### config.mk
export PLATFORM = sky130hd
export DESIGN_NAME = rnpi_dist
export DESIGN_NICKNAME = d
export VERILOG_FILES = /design/src/hw/rtl/rnpi_pkg.sv /design/src/hw/rtl/rnpi_dist.sv
export SDC_FILE = /design/constraint.sdc
export NUM_CORES = 1
export LEC_CHECK = 0
export ABC_AREA = 1
export ABC_CLOCK_PERIOD_IN_PS = 3400
export BUFFER_PORTS_ARGS = -buffer_cell sky130_fd_sc_hd__buf_2
export CAP_MARGIN = 40
export CORE_ASPECT_RATIO = 0.8
export CORE_MARGIN = 5
export CORE_UTILIZATION = 50
export CTS_CLUSTER_SIZE = 24
export DETAILED_ROUTE_END_ITERATION = 16
export GPL_TIMING_DRIVEN = 0
export PLACE_DENSITY = 0.69
export SLEW_MARGIN = 20
export SYNTH_ARGS = -nofsm -noshare
export SYNTH_HDL_FRONTEND = slang
export SYNTH_SLANG_ARGS = --single-unit
### constraint.sdc
create_clock -name clk -period 3.4 [get_ports clk]
set_input_delay 0.34 -clock clk [delete_from_list [all_inputs] [get_ports clk]]
set_output_delay 0.34 -clock clk [all_outputs]
set_load 0.02 [all_outputs]
### src/hw/rtl/rnpi_pkg.sv
// Shared types, widths and helpers for the nearest palette index search.
// Used by rnpi_palette, rnpi_dist and rgb15_nearest_palette_index_top.
// No dependencies.
package rnpi_pkg;

    localparam int COMP_W              = 8;
    localparam int CODE_W              = 15;
    localparam int FIELD_W             = 5;
    localparam int SQ_W                = 16;
    localparam int DIST_W              = 18;
    localparam int INDEX_W             = 8;
    localparam int PALETTE_ENTRIES_DEF = 256;

    localparam logic CMD_LOAD  = 1'b0;
    localparam logic CMD_QUERY = 1'b1;

    typedef logic [COMP_W-1:0] comp_t;

    typedef struct packed {
        comp_t red;
        comp_t green;
        comp_t blue;
    } rgb_t;

    // Sideband that travels with one palette entry through the search pipe
    typedef struct packed {
        logic               vld;
        logic               last;
        logic [INDEX_W-1:0] idx;
    } scan_tag_t;

    // Expand each 5-bit field to field*8+4
    function automatic rgb_t expand_code(input logic [CODE_W-1:0] code);
        rgb_t c;
        c.red   = {code[FIELD_W-1:0], 3'b100};
        c.green = {code[2*FIELD_W-1:FIELD_W], 3'b100};
        c.blue  = {code[3*FIELD_W-1:2*FIELD_W], 3'b100};
        return c;
    endfunction

endpackage

### src/hw/rtl/rnpi_dist.sv
// Shared squared-distance unit: one palette entry per cycle.
// Registers the three squared differences, then sums them.
// Depends on rnpi_pkg.
module rnpi_dist
    import rnpi_pkg::*;
(
    input  logic              clk,
    input  logic              rst_n,
    input  rgb_t              target,
    input  rgb_t              entry,
    input  scan_tag_t         tag_in,
    output scan_tag_t         tag_out,
    output logic [DIST_W-1:0] distance
);

    logic [SQ_W-1:0] sq_r_reg;
    logic [SQ_W-1:0] sq_g_reg;
    logic [SQ_W-1:0] sq_b_reg;
    scan_tag_t       tag_reg;
    comp_t           diff_r;
    comp_t           diff_g;
    comp_t           diff_b;

    always_comb
    begin
        diff_r = (target.red   > entry.red)   ? target.red   - entry.red
                                              : entry.red   - target.red;
        diff_g = (target.green > entry.green) ? target.green - entry.green
                                              : entry.green - target.green;
        diff_b = (target.blue  > entry.blue)  ? target.blue  - entry.blue
                                              : entry.blue  - target.blue;
    end

    always_ff @(posedge clk or negedge rst_n)
    begin
        if (!rst_n)
        begin
            tag_reg <= '0;
        end
        else
        begin
            tag_reg <= tag_in;
        end
    end

    always_ff @(posedge clk)
    begin
        sq_r_reg <= SQ_W'(diff_r) * SQ_W'(diff_r);
        sq_g_reg <= SQ_W'(diff_g) * SQ_W'(diff_g);
        sq_b_reg <= SQ_W'(diff_b) * SQ_W'(diff_b);
    end

    assign tag_out  = tag_reg;
    assign distance = DIST_W'(sq_r_reg) + DIST_W'(sq_g_reg) + DIST_W'(sq_b_reg);

endmodule
Word level (Yosys, flattened, before mapping)
Index checks and enable logic that the tools add are counted.
Storage, ports and cells
  register bits: 58
  input bits: 60
  output and inout port bits: 28
  logic and storage cells: 23
Operators by class
  add/subtract/negate cells: 8
  $mul: 3
  magnitude comparators: 3
  multiplexer cells: 3
Operator list (number)
  $mul A8 B8 Y16: 3
  $sub A8 B8 Y8: 6
  $gt A8 B8 Y1: 3
  $mux W8: 3
  $add A18 B16 Y18: 1
  $add A16 B16 Y17: 1

Longest topological paths before layout
  word-level depth: 3
  depth in mapped cells: 31
  gate-level depth less buffers: 31

Least setup slack after synthesis
No wires, ideal clock.
  path type: in2reg
  start: in target[0] (netlist name)
  end: reg sq_b_reg[13]
  setup time: 112 ps
  arrival time: 5122 ps
  required time: 3288 ps
  path slack: -1835 ps
  stages on the path: 29
  buffers on the path: 0
  cells stage by stage: inv_1 > ha_1 > inv_1 > fa_1 > nand3_1 > nand3_1 > nand2_1 > nand2_1 > nand2_4 > inv_4 > nand2_1 > nand2_4 > nor2_1 > inv_1 > fa_1 > inv_1 > fa_1 > inv_1 > fa_1 > fa_1 > inv_1 > ha_1 > a21oi_1 > a21boi_0 > o21ai_0 > nand2_1 > nand2_1 > nand2_1 > nand2_1
Between the ends
  longest elaborated chain between the ends: 3
  elaborated cells on any way between the ends: 5
  classes of those cells: 2 x add/sub; 1 x mul; 1 x order compare; 1 x mux
RTL lines
  start: declaration: line rnpi_dist.sv:9  | input rgb_t target,
  $sub A8 B8 Y8, or another cell as far along: line rnpi_dist.sv:31  | : entry.blue - target.blue;
  $mux W8 *: line rnpi_dist.sv:30  | diff_b = (target.blue > entry.blue) ? target.blue - entry.blue
  $mul A8 B8 Y16 *: line rnpi_dist.sv:50  | sq_b_reg <= SQ_W'(diff_b) * SQ_W'(diff_b);
  end signal: assignment: line rnpi_dist.sv:50
  end: declaration: line rnpi_dist.sv:18  | logic [SQ_W-1:0] sq_b_reg;
Mark *: on every way between the ends. The rest lies on a longest branch, timed or not.

Worst setup path in the final report
  start: in target[8] (netlist name)
  end: reg sq_g_reg[12]
Between the ends
  longest elaborated chain between the ends: 3
  elaborated cells on any way between the ends: 5
  classes of those cells: 2 x add/sub; 1 x mul; 1 x order compare; 1 x mux
RTL lines
  $sub A8 B8 Y8, or another cell as far along: line rnpi_dist.sv:29  | : entry.green - target.green;
  $mux W8 *: line rnpi_dist.sv:28  | diff_g = (target.green > entry.green) ? target.green - entry.green
  $mul A8 B8 Y16 *: line rnpi_dist.sv:49  | sq_g_reg <= SQ_W'(diff_g) * SQ_W'(diff_g);
  end signal: assignment: line rnpi_dist.sv:49
  end: declaration: line rnpi_dist.sv:17  | logic [SQ_W-1:0] sq_g_reg;
Marked as above.

==> results.py <==
metrics = {
    "floorplan": {
        "dieArea_um2": 22500,
        "coreArea_um2": 19100,
        "die_x_um": 167,
        "die_h_um": 135,
        "initial_core_util_pct": 51.2,
        "rows": 45,
        "design.portCount": 88,
    },
    "critical_path": {
        "cp_slowest_stage_delay_ps": 580,
        "worst_setup_path_start_kind": "primary input",
        "cp_data_required_time_ps": 3570,
        "crit_family": "adder cells",
        "critical_path_class": "primary input to flip-flop",
        "crit_buf_inv": 7,
        "critPathMaxFanout": 5,
        "worstPathArrival_ps": 4910,
        "crit_path_end_kind": "flip-flop",
        "crit_top_cell": "fa_1",
        "crit_slowest_cell": "fa_1",
    },
    "sta": {
        "setup_viol": 36,
        "rsz0062_at_grt": "yes",
        "slew_violations": 0,
        "finalWorstSetupSlack_ps": -1340,
        "final.min_clock_period_ps": 4740,
        "hold_violations": 0,
        "max_slew_margin_pct": 67.3,
        "finalCritPeriodShare_pct": 139,
        "fmax_mhz": 211,
        "max_slew.worst_pin.slew_ps": 485,
    },
    "global_route": {
        "overflow": 0,
        "grt_pass1_wl_um": 40600,
        "grt_usage_pct": 21.1,
        "grt_pass1_vias": 8894,
        "antenna_found_initial": 0,
        "grt_max_degree": 18,
    },
    "synth": {
        "synth.distinct_cells": 42,
        "synth_edf_count": 0,
        "synth_area_um2": 9810,
        "synth-seq-cells": 55,
        "synth_top_area_share_pct": 19.8,
        "yosys.area.top_type": "fa_1",
        "syn_avg_cell_area_um2": 7.31,
        "ys_async_sr_fraction_pct": 18.2,
        "yosysWarnings": 0,
        "ys_seq_area_share_pct": 11.7,
        "synth_ff_type": "dfxtp_1",
        "synthCells": 1341,
        "ys_top_cells_by_area": "fa_1 20%, ha_1 19%, nand2_1 12%, inv_1 11%, dfxtp_1 9.2%",
    },
    "detailed_routing": {
        "vias_per_cell": 5.00,
        "drt-initial-drc-count": 429,
        "wl_um": 25400,
        "antenna_left": 0,
        "via_count": 9096,
        "wire_per_inst_um": 14.0,
        "drc_errors": 0,
        "first_pass_iters": 5,
    },
    "final_layout": {
        "layout_common_cells": "236 x nand2_1, 227 x inv_1, 99 x ha_1, 87 x buf_4, 84 x fa_1",
        "finalNetCount": 1866,
        "drive_gt1_share_pct": 39.5,
        "final_cell_area_um2": 14000,
        "n_antenna_cell": 0,
        "area_growth_syn_to_layout_pct": 43.1,
        "layout_commonest_cell": "nand2_1",
        "layout.cells.non_filler": 1819,
        "utilization_pct": 73.3,
    },
    "place": {
        "place_inst": 1688,
        "gp_congestion": 0.852,
        "dpl_worst_slack_ps": -2020,
        "placed_area_um2": 11300,
        "portBuffers": 87,
        "post-dp-hpwl_um": 17700,
    },
    "clock_network": {
        "path_clk_slew_ps": 70,
        "cts_tree": "done",
        "cts_buffer_depth": 2,
        "cts_made_buffers": 5,
        "htreeDepth": 2,
        "clock_sinks": 55,
        "cts-root-buf": "clkbuf_16",
    },
    "flow_run": {
        "drv_cap": 0,
    },
    "run_status": {
        "violations": "setup timing",
        "status": "finished with violations",
    },
    "hold_path": {
        "min_path_type": "primary input to flip-flop",
    },
}
timing repair:
| item | in CTS | in global routing |
|---|---|---|
| buffers inserted | 91 | 35 |
| hold buffers | 1 | 0 |
| resized for setup | 227 | 136 |
| endpoints found under the setup margin | 36 | 36 |
| gates cloned | 3 | 0 |
| hold endpoints to repair | 10 | 0 |
| pin swaps | 134 | 99 |
kinds of logic after synthesis:
family / share of synthesized area [%]
flip-flops: 11.7
adder cells (fa/ha/maj): 38.8
AO/OA/AOI/OAI: 6.89
other: 0.0382
AND/OR/NAND/NOR: 24.3
XOR/XNOR: 5.72
buffers and inverters: 12.6
synth_stat cells (6+ instances only):
cell and count:
a21oi_1 61, buf_2 10, dfrtp_1 10, dfxtp_1 45, fa_1 97, ha_1 149
inv_1 288, inv_2 18, nand2_1 306, nand2_2 19, nand2_4 9, nand3_1 67
nand4_1 10, nor2_1 97, nor2_2 15, nor2_4 6, o21ai_0 22, o21bai_1 8
xnor2_1 27, xor2_1 37
layout make-up:
cell class | instances | area, um^2
fill | 1385 | 5100
multi-input combinational | 971 | 9420
clock buffer | 6 | 129
timing repair buffer | 210 | 1600
tap | 258 | 323
sequential | 55 | 1150
clock inverter | 2 | 38.8
inverter | 308 | 1280
buffer | 9 | 103
final timing paths:
path,startpoint,to,cells past startpoint
hold / removal,tag_in[9],tag_out[9]$_DFF_PN0_,1
min in group asynchronous,rst_n,tag_out[1]$_DFF_PN0_,2
setup / recovery,target[8],sq_g_reg[12]$_DFF_P_,27
max in group asynchronous,rst_n,tag_out[2]$_DFF_PN0_,2
per-layer routing:
metal	vias to the layer above	routed length, um	GRT usage (%)
met5	-	0	0
met4	0	135	1.82
met3	16	1130	2.28
met2	212	12100	35.5
met1	4348	12100	30.6
li1	4520	-	-
metrics by stage:
stage          TNS (ps)  hold slack (ps)
3_5_place_dp     -55740              208
2_1_floorplan    -36430             44.4
6_report         -38530              151
4_1_cts          -35210              144
3_3_place_gp     -54220              202
5_1_grt          -44540              137
Power is left out: the tool's default activity adds up to more than one toggle a clock period on the data nets, which glitch-free logic cannot reach.
